==> src/sv/lts_pkg.sv <==
`timescale 1ns / 1ps
// ----------------------------------------------------------------------------
// Loss-tolerant stop-and-wait sender: shared definitions
// Item, result and configuration types, event and status codes, register
// indexes and fixed field widths.
// ----------------------------------------------------------------------------
package lts_pkg;

  // Configuration port geometry
  localparam int CFG_IDX_W  = 3;
  localparam int CFG_DATA_W = 16;

  // Scale of the loss percentage compare
  localparam int PCT_SCALE = 100;

  // Event kinds
  typedef logic [1:0] cmd_t;
  localparam cmd_t CMD_SEND    = 2'd0;
  localparam cmd_t CMD_ACK     = 2'd1;
  localparam cmd_t CMD_TIMEOUT = 2'd2;

  // Result status codes
  typedef logic [2:0] status_t;
  localparam status_t ST_SENT_NEW   = 3'd0;
  localparam status_t ST_DELIVERED  = 3'd1;
  localparam status_t ST_LOSS_OK    = 3'd2;
  localparam status_t ST_RETRANSMIT = 3'd3;
  localparam status_t ST_IGNORED    = 3'd4;
  localparam status_t ST_GAVE_UP    = 3'd5;
  localparam status_t ST_REFUSED    = 3'd6;

  // Configuration register indexes
  typedef logic [CFG_IDX_W-1:0] cfg_idx_t;
  localparam cfg_idx_t REG_LINK_EST     = 3'd0;
  localparam cfg_idx_t REG_LOCAL_PORT   = 3'd1;
  localparam cfg_idx_t REG_REMOTE_PORT  = 3'd2;
  localparam cfg_idx_t REG_MAX_LOSS_PCT = 3'd3;
  localparam cfg_idx_t REG_MAX_ATTEMPTS = 3'd4;

  typedef struct packed {
    logic        link_established;
    logic [15:0] local_port;
    logic [15:0] remote_port;
    logic [6:0]  max_loss_percent;
    logic [7:0]  max_attempts;
  } cfg_t;

  typedef struct packed {
    cmd_t        cmd;
    logic [7:0]  socket_id;
    logic [15:0] payload_length;
    logic        ack_flag;
    logic        ack_number;
  } item_t;

  typedef struct packed {
    status_t     status;
    logic        transmit;
    logic        seq_bit;
    logic [15:0] src_port;
    logic [15:0] dst_port;
    logic [15:0] length_out;
    logic [7:0]  attempt_count;
    logic [6:0]  window_losses;
  } result_t;

endpackage

==> src/sv/lts_cfg.sv <==
`timescale 1ns / 1ps
// ----------------------------------------------------------------------------
// Loss-tolerant stop-and-wait sender: configuration registers
// Holds the link, port and limit registers and decodes register writes.
// ----------------------------------------------------------------------------
module lts_cfg
  import lts_pkg::*;
(
  input  logic                  clk,
  input  logic                  rst,
  input  logic                  wr_en,
  input  cfg_idx_t              wr_index,
  input  logic [CFG_DATA_W-1:0] wr_data,
  output cfg_t                  cfg
);

  // Decode one write transaction into its register
  always_ff @(posedge clk) begin
    if (rst) begin
      cfg.link_established <= 1'b0;
      cfg.local_port       <= 16'd0;
      cfg.remote_port      <= 16'd0;
      cfg.max_loss_percent <= 7'd10;
      cfg.max_attempts     <= 8'd20;
    end else if (wr_en) begin
      unique case (wr_index)
        REG_LINK_EST:     cfg.link_established <= wr_data[0];
        REG_LOCAL_PORT:   cfg.local_port       <= wr_data[15:0];
        REG_REMOTE_PORT:  cfg.remote_port      <= wr_data[15:0];
        REG_MAX_LOSS_PCT: cfg.max_loss_percent <= wr_data[6:0];
        REG_MAX_ATTEMPTS: cfg.max_attempts     <= wr_data[7:0];
        default: ;
      endcase
    end
  end

endmodule

==> src/sv/lts_core.sv <==
`timescale 1ns / 1ps
// ----------------------------------------------------------------------------
// Loss-tolerant stop-and-wait sender: protocol core
// Holds the sequence, attempt and outcome window state and works out the
// result of one event combinationally; state moves when fire is high.
// ----------------------------------------------------------------------------
module lts_core
  import lts_pkg::*;
#(
  parameter int WINDOW = 10
) (
  input  logic    clk,
  input  logic    rst,
  input  logic    fire,
  input  item_t   item,
  input  cfg_t    cfg,
  output result_t result
);

  localparam int POS_W  = (WINDOW > 1) ? $clog2(WINDOW) : 1;
  localparam int LOSS_W = $clog2(WINDOW + 1);
  localparam int PROD_W = $clog2(127 * WINDOW + 1);

  // Protocol state
  logic              next_seq, next_seq_next;
  logic              waiting, waiting_next;
  logic [7:0]        attempts, attempts_next;
  logic              pending_seq, pending_seq_next;
  logic [15:0]       pending_length, pending_length_next;
  logic [WINDOW-1:0] window, window_next;
  logic [POS_W-1:0]  position, position_next;
  logic [LOSS_W-1:0] losses, losses_next;

  // Loss test terms
  logic              slot_bit;
  logic [LOSS_W-1:0] losses_marked;
  logic [PROD_W-1:0] loss_scaled;
  logic [PROD_W-1:0] loss_limit;
  logic              loss_ok;
  logic [POS_W-1:0]  position_inc;
  status_t           status;
  logic              tx;

  assign slot_bit      = window[position];
  assign losses_marked = losses + LOSS_W'(slot_bit);
  assign loss_scaled   = PROD_W'(losses_marked) * PROD_W'(PCT_SCALE);
  assign loss_limit    = PROD_W'(cfg.max_loss_percent) * PROD_W'(WINDOW);
  assign loss_ok       = (loss_scaled <= loss_limit);
  assign position_inc  = (position == POS_W'(WINDOW - 1)) ? '0 : position + 1'b1;

  // Decide the event outcome and the next state
  always_comb begin
    next_seq_next       = next_seq;
    waiting_next        = waiting;
    attempts_next       = attempts;
    pending_seq_next    = pending_seq;
    pending_length_next = pending_length;
    window_next         = window;
    position_next       = position;
    losses_next         = losses;
    status              = ST_IGNORED;
    tx                  = 1'b0;
    case (item.cmd)
      CMD_SEND: begin
        if (item.socket_id != 8'd0 || !cfg.link_established || waiting) begin
          status = ST_REFUSED;
        end else begin
          pending_seq_next    = next_seq;
          pending_length_next = item.payload_length;
          next_seq_next       = ~next_seq;
          attempts_next       = 8'd1;
          waiting_next        = 1'b1;
          status              = ST_SENT_NEW;
          tx                  = 1'b1;
        end
      end
      CMD_ACK: begin
        if (waiting && item.ack_flag && item.ack_number == next_seq) begin
          window_next[position] = 1'b1;
          losses_next           = losses - LOSS_W'(!slot_bit);
          position_next         = position_inc;
          waiting_next          = 1'b0;
          status                = ST_DELIVERED;
        end
      end
      CMD_TIMEOUT: begin
        if (waiting) begin
          window_next[position] = 1'b0;
          losses_next           = losses_marked;
          if (loss_ok) begin
            next_seq_next = ~next_seq;
            position_next = position_inc;
            waiting_next  = 1'b0;
            status        = ST_LOSS_OK;
          end else if (attempts < cfg.max_attempts) begin
            attempts_next = attempts + 8'd1;
            status        = ST_RETRANSMIT;
            tx            = 1'b1;
          end else begin
            waiting_next = 1'b0;
            status       = ST_GAVE_UP;
          end
        end
      end
      default: ;
    endcase
  end

  // Build the result; header fields are zero when nothing goes out
  always_comb begin
    result.status        = status;
    result.transmit      = tx;
    result.seq_bit       = tx ? pending_seq_next : 1'b0;
    result.src_port      = tx ? cfg.local_port : 16'd0;
    result.dst_port      = tx ? cfg.remote_port : 16'd0;
    result.length_out    = tx ? pending_length_next : 16'd0;
    result.attempt_count = attempts_next;
    result.window_losses = 7'(losses_next);
  end

  // Advance state on each processed transaction
  always_ff @(posedge clk) begin
    if (rst) begin
      next_seq       <= 1'b0;
      waiting        <= 1'b0;
      attempts       <= 8'd0;
      pending_seq    <= 1'b0;
      pending_length <= 16'd0;
      window         <= '1;
      position       <= '0;
      losses         <= '0;
    end else if (fire) begin
      next_seq       <= next_seq_next;
      waiting        <= waiting_next;
      attempts       <= attempts_next;
      pending_seq    <= pending_seq_next;
      pending_length <= pending_length_next;
      window         <= window_next;
      position       <= position_next;
      losses         <= losses_next;
    end
  end

endmodule

==> src/sv/loss_tolerant_stop_and_wait_sender_unit.sv <==
`timescale 1ns / 1ps
// ----------------------------------------------------------------------------
// Loss-tolerant stop-and-wait sender
// Sender half of an alternating-bit link that may accept lost PDUs.
// ----------------------------------------------------------------------------
// Usage:
//   Input channel (in_valid / in_stall) carries one event: send, ack arrived
//   or ack timer expired. Output channel (out_valid / out_stall) returns one
//   result per event: status, the PDU header when one goes out, the attempt
//   count and the losses in the outcome window.
//   Configuration writes use cfg_valid / cfg_ready with cfg_index and
//   cfg_data; cfg_ready is always high. Write only while the block is idle.
//   An accepted event reaches the output through the input register, then
//   the result register. Throughput: one event per cycle while the output
//   is not stalled; the loss counter is updated incrementally so each event
//   settles in one pass through the core between the two registers.
//   A stalled output holds its result; one more event can wait in the input
//   register, after which in_stall rises until the output drains.
//   Reset (rst, synchronous) empties both registers, restores the default
//   limits and marks every window slot as a success.
// ----------------------------------------------------------------------------
module loss_tolerant_stop_and_wait_sender_unit
  import lts_pkg::*;
#(
  parameter int WINDOW = 10
) (
  input  logic                  clk,
  input  logic                  rst,
  // Event channel
  input  logic                  in_valid,
  output logic                  in_stall,
  input  logic [1:0]            cmd,
  input  logic [7:0]            socket_id,
  input  logic [15:0]           payload_length,
  input  logic                  ack_flag,
  input  logic                  ack_number,
  // Result channel
  output logic                  out_valid,
  input  logic                  out_stall,
  output logic [2:0]            status,
  output logic                  transmit,
  output logic                  seq_bit,
  output logic [15:0]           src_port,
  output logic [15:0]           dst_port,
  output logic [15:0]           length_out,
  output logic [7:0]            attempt_count,
  output logic [6:0]            window_losses,
  // Configuration channel
  input  logic                  cfg_valid,
  output logic                  cfg_ready,
  input  logic [CFG_IDX_W-1:0]  cfg_index,
  input  logic [CFG_DATA_W-1:0] cfg_data
);

  cfg_t    cfg;
  item_t   item_reg;
  logic    item_valid;
  result_t core_result;
  result_t result_reg;
  logic    in_accept;
  logic    advance;

  assign cfg_ready = 1'b1;

  lts_cfg u_cfg (
    .clk      (clk),
    .rst      (rst),
    .wr_en    (cfg_valid && cfg_ready),
    .wr_index (cfg_index),
    .wr_data  (cfg_data),
    .cfg      (cfg)
  );

  // Move the held event into the result register unless that is blocked
  assign advance   = item_valid && !(out_valid && out_stall);
  assign in_stall  = item_valid && out_valid && out_stall;
  assign in_accept = in_valid && !in_stall;

  // Hold the incoming transaction
  always_ff @(posedge clk) begin
    if (rst) begin
      item_valid <= 1'b0;
    end else if (in_accept) begin
      item_valid <= 1'b1;
    end else if (advance) begin
      item_valid <= 1'b0;
    end
  end

  always_ff @(posedge clk) begin
    if (in_accept) begin
      item_reg.cmd            <= cmd;
      item_reg.socket_id      <= socket_id;
      item_reg.payload_length <= payload_length;
      item_reg.ack_flag       <= ack_flag;
      item_reg.ack_number     <= ack_number;
    end
  end

  lts_core #(
    .WINDOW (WINDOW)
  ) u_core (
    .clk    (clk),
    .rst    (rst),
    .fire   (advance),
    .item   (item_reg),
    .cfg    (cfg),
    .result (core_result)
  );

  // Register the result and hold it while the receiver stalls
  always_ff @(posedge clk) begin
    if (rst) begin
      out_valid <= 1'b0;
    end else if (advance) begin
      out_valid <= 1'b1;
    end else if (!out_stall) begin
      out_valid <= 1'b0;
    end
  end

  always_ff @(posedge clk) begin
    if (advance) begin
      result_reg <= core_result;
    end
  end

  assign status        = result_reg.status;
  assign transmit      = result_reg.transmit;
  assign seq_bit       = result_reg.seq_bit;
  assign src_port      = result_reg.src_port;
  assign dst_port      = result_reg.dst_port;
  assign length_out    = result_reg.length_out;
  assign attempt_count = result_reg.attempt_count;
  assign window_losses = result_reg.window_losses;

`ifndef SYNTHESIS
  // Input holds off only behind a stalled, full output
  a_stall_cause: assert property (@(posedge clk) disable iff (rst)
    in_stall |-> (out_valid && out_stall))
    else $error("input stalled without a stalled result");

  // A header goes out exactly for a new send or a retransmission
  a_tx_status: assert property (@(posedge clk) disable iff (rst)
    out_valid |-> (transmit == (status == ST_SENT_NEW || status == ST_RETRANSMIT)))
    else $error("transmit flag disagrees with status");

  // Losses never exceed the window size
  a_loss_bound: assert property (@(posedge clk) disable iff (rst)
    out_valid |-> (window_losses <= 7'(WINDOW)))
    else $error("window loss count out of range");

  // A held event reaches the output in the next cycle when not blocked
  a_advance: assert property (@(posedge clk) disable iff (rst)
    advance |=> out_valid)
    else $error("processed event did not reach the result register");
`endif

endmodule
==> config.mk <==
export PLATFORM = sky130hd
export DESIGN_NAME = loss_tolerant_stop_and_wait_sender_unit
export DESIGN_NICKNAME = d
export VERILOG_FILES = /design/src/sv/lts_pkg.sv /design/src/sv/lts_cfg.sv /design/src/sv/lts_core.sv /design/src/sv/loss_tolerant_stop_and_wait_sender_unit.sv
export SDC_FILE = /design/constraint.sdc
export NUM_CORES = 1
export LEC_CHECK = 0
export BUFFER_PORTS_ARGS = -buffer_cell sky130_fd_sc_hd__buf_2
export CORE_ASPECT_RATIO = 0.6
export CORE_UTILIZATION = 35
export CTS_CLUSTER_DIAMETER = 40
export DETAILED_ROUTE_END_ITERATION = 16
export PLACE_DENSITY = 0.66
export SYNTH_ARGS = -nofsm -noshare
export SYNTH_HDL_FRONTEND = slang
export SYNTH_SLANG_ARGS = --single-unit
==> constraint.sdc <==
create_clock -name clk -period 5.4 [get_ports clk]
set_input_delay 1.08 -clock clk [delete_from_list [all_inputs] [get_ports clk]]
set_output_delay 1.08 -clock clk [all_outputs]
set_load 0.02 [all_outputs]
==> results.txt, run 1 <==
----------------------------------------------------
[Drt]
  DRC viols ... 0
  Number of vias after detailed routing ... 6294
  Number of routed nets with antenna violations ... 0
  Via-to-Cell Ratio ... 5.02
  Average wire per standard cell ... 16.4 um
  Sum of routed wire length over all layers ... 20.6 mm
  Pre-antenna DRT Iters ... 5
  Iteration-0 DRC Markers ... 416

[Hold path]
  Hold-critical path depth ... 2
  Worst min-delay path startpoint ... u_cfg.cfg[28]$_SDFFE_PP0P_
  Type of the tightest min-delay check ... reg2reg
  Terminating pin of the worst hold path ... u_cfg.cfg[28]$_SDFFE_PP0P_

[Placement]
  Routability cong. ... 0.872
  Number of I/O port buffers ... 118
  Estimated wirelength of the detail-placed design ... 14.3 mm

[STA]
  Final Hold Vio Count ... 0
  Final critical path time including I/O delays and setup ... 5.06 ns
  Setup repair after global routing missed its margin ... no
  Slew of the pin with the lowest slew margin ... 1.15 ns
  Top achievable clock speed ... 0.198 GHz
  Max Clock Skew ... 0.00848 ns
  WHS ... 0.450 ns
  Final worst path period share ... 0.937
  Worst slew margin relative to its limit ... 0.232
  Setup Total Neg Slack ... 0 ns
  Final setup violation count ... 0
  Final Max Slew Viols ... 0

[Synthesis]
  Library cells used by synthesis ... 66
  Total of warnings raised by yosys ... 0
  Average instance area after synthesis ... 10.3 um^2
  Top cells by instance count after synthesis ... nand2_1, dfxtp_1, edfxtp_1
  Sequential element share of the synthesized area ... 0.558
  Cell taking the most area after synthesis ... edfxtp_1
  Post-synthesis sequential element count ... 188
  Flip-flop cell with the highest count after synthesis ... dfxtp_1
  Area share of the largest cell type after synthesis ... 0.332
  Post-synthesis cell count ... 818
  Count leader, synth ... nand2_1
  Cell Area, Synth ... 8420 um^2
  Most area-consuming cells after synthesis ... edfxtp_1, dfxtp_1, nand2_1
  Fraction of registers with async set/reset ... 0
  Post-synth EDFFs ... 93

[Critical path]
  Kind of capture point of the worst setup path ... flop
  Worst R2R Path Depth ... 21
  R2r endpoint ... src_port[4]$_SDFFCE_PN0P_
  Required time of the critical path ... 5.59 ns
  Cells traversed along the worst timing path ... mux4_2 -> mux2i_1 -> o22a_1 -> inv_1 -> ha_1 -> ha_1 -> xnor2_1 -> inv_1 -> ha_1 -> ha_1 -> ha_1 -> a31oi_1 -> xnor2_1 -> ha_1 -> a21oi_1 -> o211ai_1 -> a221o_2 -> nand4_1 -> nand2_1 -> buf_12 -> and2_1
  Peak fanout along the critical path ... 34
  Worst Setup SP ... u_core.position[0]$_SDFFE_PP0P_
  CP max stage delay ... 0.50 ns
  FF-to-FF setup slack ... 0.34 ns
  Source of the worst register-to-register timing path ... u_core.position[0]$_SDFFE_PP0P_
  Crit Path Class ... reg2reg
  Most used cell along the critical path ... ha_1
  WP data arrival ... 5.25 ns
  CP startpoint kind ... flop
  Cell at the slowest stage of the critical path ... mux4_2

[Clock tree]
  Clock latency reported for the late side of the worst-skew pair ... 0.43 ns
  Sink count of the clock tree ... 188
  Post-cts hold buffer count ... 0
  Clock tree buffer depth ... 2
  CTS tree ... done
  Root Driver ... clkbuf_16
  Number of H-tree levels ... 4
  Cts bufs inserted ... 17
  Clk slew on worst S/H paths ... 0.07 ns

[GRT]
  Global Route met2 Usage ... 0.238
  Global route hottest layer ... met1
  Pin count of the biggest net entering global routing ... 50
  Met1 track demand over resource ... 0.257
  Overflow after GRT ... 0
  GR Util met3 ... 0.0447
  Initial antenna violation count ... 2
  Via count of the first global-routing pass ... 5913
  Global-route wire length before repair ... 32.3 mm
  Total routing usage reported by global routing ... 0.171

[Power]
  Total power per unit cell area ... 304 nW/um^2
  Maximum vdd ir drop ... 208 uV
  Leakage power of the design ... 3.72 nW

[Final layout]
  Fillers ... 2255
  Fraction of final layout cells with drive strength greater than 1 ... 0.184
  Final-stage net count ... 1021
  Flip-flop count of the largest register after layout ... 48
  Area growth, synth to finish ... 17.2%

[Floorplanning]
  Number of cell rows ... 43
  Area of the placeable core ... 23300 um^2
  Die footprint ... 24700 um^2
  Ports ... 123
  Horiz. Die Dim ... 202 um
  Overall die height ... 122 um
  Starting density of the core ... 0.361

[Run status]
  Result of the run ... finished, final reports clean

[Run]
  Total of max-cap violations ... 0

----------------------------------------------------
==> placed cells by master (no fill, tap or decap), drive strengths merged, types with 6 or more instances in the layout <==
cell type | netlist | routed
a21oi | 81 | 81
a22o | 19 | 19
a311oi | 6 | 6
a31oi | 10 | 10
and2 | 35 | 35
buf | 13 | 130
clkbuf | 33 | 20
dfxtp | 95 | 95
edfxtp | 93 | 93
ha | 44 | 44
inv | 38 | 44
mux2i | 7 | 7
nand2 | 161 | 161
nand2b | 7 | 7
nand3 | 17 | 17
nand4 | 10 | 10
nor2 | 23 | 23
nor2b | 6 | 6
o21ai | 25 | 25
or3 | 10 | 10
xnor2 | 8 | 8
==> power by group <==
part | internal [W] | switching (W)
Clock | 0.000597 | 0.000570
Sequential | 0.00154 | 0.0000232
Combinational | 0.0000948 | 0.000179
==> cell families (layout without fill, tap and decap cells) <==
| logic type | Yosys count | count (layout) | synth area share |
|---|---|---|---|
| muxes | 10 | 10 | 0.0137 |
| buffers and inverters | 84 | 200 | 0.0410 |
| and+or+nand+nor | 296 | 296 | 0.168 |
| adders and majority gates | 46 | 46 | 0.0701 |
| xor gates and xnor gates | 11 | 11 | 0.0114 |
| other | 2 | 7 | 0.000892 |
| AOI/OAI and AO/OA | 181 | 181 | 0.138 |
| DFF | 188 | 188 | 0.558 |
==> timing repair <==
| item | 4_1_cts | 5_1_grt |
|---|---|---|
| gates resized for setup | 0 | 3 |
| endpoints found under the setup margin | 0 | 39 |
| hold endpoints to repair | 0 | 0 |
| setup buffers | 0 | 3 |
==> how the worst max path moves through the flow <==
stage                                       endpoint  slack (ns)  depth (start not counted)
after floorplan           attempt_count[2]$_DFFE_PP_        0.26                         22
after global placement    attempt_count[2]$_DFFE_PP_        0.42                         20
after detailed placement  attempt_count[2]$_DFFE_PP_        0.21                         20
after CTS                 attempt_count[2]$_DFFE_PP_        0.21                         20
after global routing       src_port[3]$_SDFFCE_PN0P_       0.008                         22
final                      src_port[4]$_SDFFCE_PN0P_        0.34                         21
==> cell type report <==
cell class | count | area (um^2) | share of cell area
clock inverter | 12 | 88.8 | 0.00900
sequential | 188 | 4690 | 0.476
multi-input combinational | 548 | 3400 | 0.344
antenna | 3 | 7.51 | 0.000761
timing repair buffer | 130 | 706 | 0.0715
tap | 315 | 394 | 0.0399
inverter | 38 | 144 | 0.0146
clock buffer | 20 | 437 | 0.0442
==> critical path, delay by kind of cell (launching register included) <==
kind            cells  cell delay, ns
fa+ha+maj           6            1.49
compound gates      5            1.12
buf+inv             3            0.35
simple gates        3            0.50
flops               1            0.36
mux                 2            0.65
xor+xnor            2            0.32
==> metal layers <==
metal / part of all wire / wire length (um)
met5: 0.00063 / 13
met4: 0.0066 / 136
met3: 0.067 / 1380
met2: 0.41 / 8400
met1: 0.52 / 10600
==> stage by stage <==
stage / total power (W) / cells / setup slack, ns / cell area [um^2] / utilization
CTS: 0.00302 / 1248 / 0.210 / 9830 / 0.421
global placement: 0.00185 / 1216 / 0.418 / 9310 / 0.399
global route: 0.00311 / 1251 / 0.00789 / 9860 / 0.422
floorplan: 0.00176 / 820 / 0.262 / 8430 / -
finish: 0.00300 / 1254 / 0.339 / 9870 / 0.423
detailed placement: 0.00185 / 1216 / 0.214 / 9310 / 0.399
Note: power is estimated with default switching activity, not from simulation.
==> run 2, diff against run 1 <==
--- a/config.mk
+++ b/config.mk
@@ -6,11 +6,13 @@
 export NUM_CORES = 1
 export LEC_CHECK = 0
 export BUFFER_PORTS_ARGS = -buffer_cell sky130_fd_sc_hd__buf_2
+export CELL_PAD_IN_SITES_DETAIL_PLACEMENT = 1
+export CELL_PAD_IN_SITES_GLOBAL_PLACEMENT = 1
 export CORE_ASPECT_RATIO = 0.6
 export CORE_UTILIZATION = 35
 export CTS_CLUSTER_DIAMETER = 40
 export DETAILED_ROUTE_END_ITERATION = 16
-export PLACE_DENSITY = 0.66
+export PLACE_DENSITY = 0.79
 export SYNTH_ARGS = -nofsm -noshare
 export SYNTH_HDL_FRONTEND = slang
 export SYNTH_SLANG_ARGS = --single-unit
==> run 2 against run 1 <==
  * Critical path depth unchanged
  * Total power rose by 4.0%
  * Via count grew 1.9%
  * Critical endpoint is now attempt_count[5]$_DFFE_PP_
  * Utilization grew 0.45 points
  * Global-route usage up 1.6 points
  * Die area stayed put
==> results.txt, run 2 (synthesized netlist as in run 1, its figures left out) <==
----------------------------------------------------
[Hold path]
  Type of the tightest min-delay check ... reg2reg

[Drt]
  Pre-antenna DRT Iters ... 4
  Number of routed nets with antenna violations ... 0
  Via-to-Cell Ratio ... 5.12
  Number of vias after detailed routing ... 6416
  Average wire per standard cell ... 18.3 um
  Sum of routed wire length over all layers ... 23.0 mm
  Iteration-0 DRC Markers ... 372
  DRC viols ... 0

[Final layout]
  Most common cell after layout, fill and taps aside ... nand2_1
  Final-stage net count ... 1024
  Post-route standard cell area excluding fillers ... 9970 um^2
  Non-filler cells, final ... 1254
  Fraction of final layout cells with drive strength greater than 1 ... 0.197
  Flip-flop count of the largest register after layout ... 48
  Commonest cells after routing, fill and taps aside ... nand2_1, buf_2, dfxtp_1, edfxtp_1, a21oi_1
  Area growth, synth to finish ... 18.5%
  Antenna diodes ... 0

[GRT]
  Overflow after GRT ... 0
  Global-route wire length before repair ... 35.0 mm
  Total routing usage reported by global routing ... 0.187
  Pin count of the biggest net entering global routing ... 80
  Via count of the first global-routing pass ... 6253
  Initial antenna violation count ... 1

[STA]
  WHS ... 0.449 ns
  Setup Total Neg Slack ... 0 ns
  Max Clock Skew ... 0.00845 ns
  Final setup violation count ... 0
  Final worst path period share ... 0.958
  Final critical path time including I/O delays and setup ... 5.17 ns
  Slew of the pin with the lowest slew margin ... 1.02 ns
  Final Hold Vio Count ... 0
  Top achievable clock speed ... 0.193 GHz
  Worst slew margin relative to its limit ... 0.318
  Final Max Slew Viols ... 0

[Floorplanning]
  Number of cell rows ... 43
  Overall die height ... 122 um
  Horiz. Die Dim ... 202 um
  Starting density of the core ... 0.361
  Ports ... 123
  Area of the placeable core ... 23300 um^2
  Die footprint ... 24700 um^2

[Critical path]
  Required time of the critical path ... 5.61 ns
  Crit Path Class ... reg2reg
  WP data arrival ... 5.38 ns
  Kind of capture point of the worst setup path ... flop
  Peak fanout along the critical path ... 7
  CP startpoint kind ... flop

[Placement]
  Number of I/O port buffers ... 118
  Placed Instance Area ... 9300 um^2
  Placed cells ... 1217
  Estimated wirelength of the detail-placed design ... 16.2 mm
  Routability cong. ... 0.858

[Clock tree]
  Clk slew on worst S/H paths ... 0.07 ns
  Clock tree buffer depth ... 2
  Number of H-tree levels ... 4
  Clock latency reported for the late side of the worst-skew pair ... 0.44 ns
  Root Driver ... clkbuf_16
  CTS tree ... done
  Sink count of the clock tree ... 188
  Post-cts hold buffer count ... 0
  Cts bufs inserted ... 17

[Run]
  Total of max-cap violations ... 0

[Power]
  Leakage power of the design ... 3.76 nW
  Total power per unit cell area ... 313 nW/um^2
  Maximum vdd ir drop ... 224 uV
  Post-layout power ... 0.00312 W

[Run status]
  Result of the run ... finished, final reports clean

----------------------------------------------------
## run 2: metal layers
layer | global-route usage | part of all wire | routed length (um)
met1 | 0.270 | 0.50 | 11500
met2 | 0.276 | 0.44 | 10100
met3 | 0.0516 | 0.052 | 1190
met4 | 0.0442 | 0.0081 | 186
met5 | 0 | 0 | 0
## run 2: through the flow
stage	worst slack, ns	utilization
floorplan	0.262	-
global placement	0.242	0.398
detailed placement	-0.0242	0.398
CTS	0.0674	0.423
global route	-0.0229	0.427
finish	0.227	0.427
## run 2: worst max-delay path: stages, from the launching register on
cell and delay, ns:
dfxtp_4 0.38, mux4_2 0.49, mux2i_1 0.14, o22a_1 0.21
inv_1 0.06, ha_1 0.21, ha_2 0.20, xnor2_2 0.19
inv_2 0.08, ha_1 0.30, ha_1 0.20, ha_1 0.31
a31oi_2 0.21, xnor2_1 0.16, ha_1 0.30, a21oi_2 0.20
o211ai_1 0.14, a221o_2 0.40, buf_4 0.18, nand3_1 0.14
a21oi_1 0.08, o21ai_0 0.36
## run 2: worst paths after layout
check / slack (ns) / to / depth (start not counted) / start
setup / recovery: 0.23 / attempt_count[5]$_DFFE_PP_ / 21 / u_core.position[0]$_SDFFE_PP0P_
hold / removal: 0.45 / u_cfg.cfg[45]$_SDFFE_PP0P_ / 2 / u_cfg.cfg[45]$_SDFFE_PP0P_
setup reg to reg: 0.23 / attempt_count[5]$_DFFE_PP_ / 21 / u_core.position[0]$_SDFFE_PP0P_
hold reg to reg: 0.45 / u_cfg.cfg[45]$_SDFFE_PP0P_ / 2 / u_cfg.cfg[45]$_SDFFE_PP0P_
## run 2: cell type report
cell class | instances | area (um^2)
flip-flops and latches | 188 | 4700
well taps | 315 | 394
fillers | 2659 | 13400
clock inverters | 13 | 140
multi-input cells | 548 | 3430
inverters | 38 | 144
clock buffers | 19 | 443
repair buffers | 133 | 719
## run 2: what timing repair did
| action | CTS | global route |
|---|---|---|
| endpoints found under the setup margin | 2 | 71 |
| gates resized for setup | 1 | 14 |
| pin swaps | 0 | 6 |
| setup buffers | 0 | 5 |
## run 2: power by group
group / internal [W] / leakage (nW) / switching [W] / total (W)
Clock: 0.000698 / 0.285 / 0.000568 / 0.00127
Sequential: 0.00154 / 1.65 / 0.0000254 / 0.00156
Combinational: 0.000103 / 1.82 / 0.000190 / 0.000294
Total: 0.00234 / 3.76 / 0.000784 / 0.00312
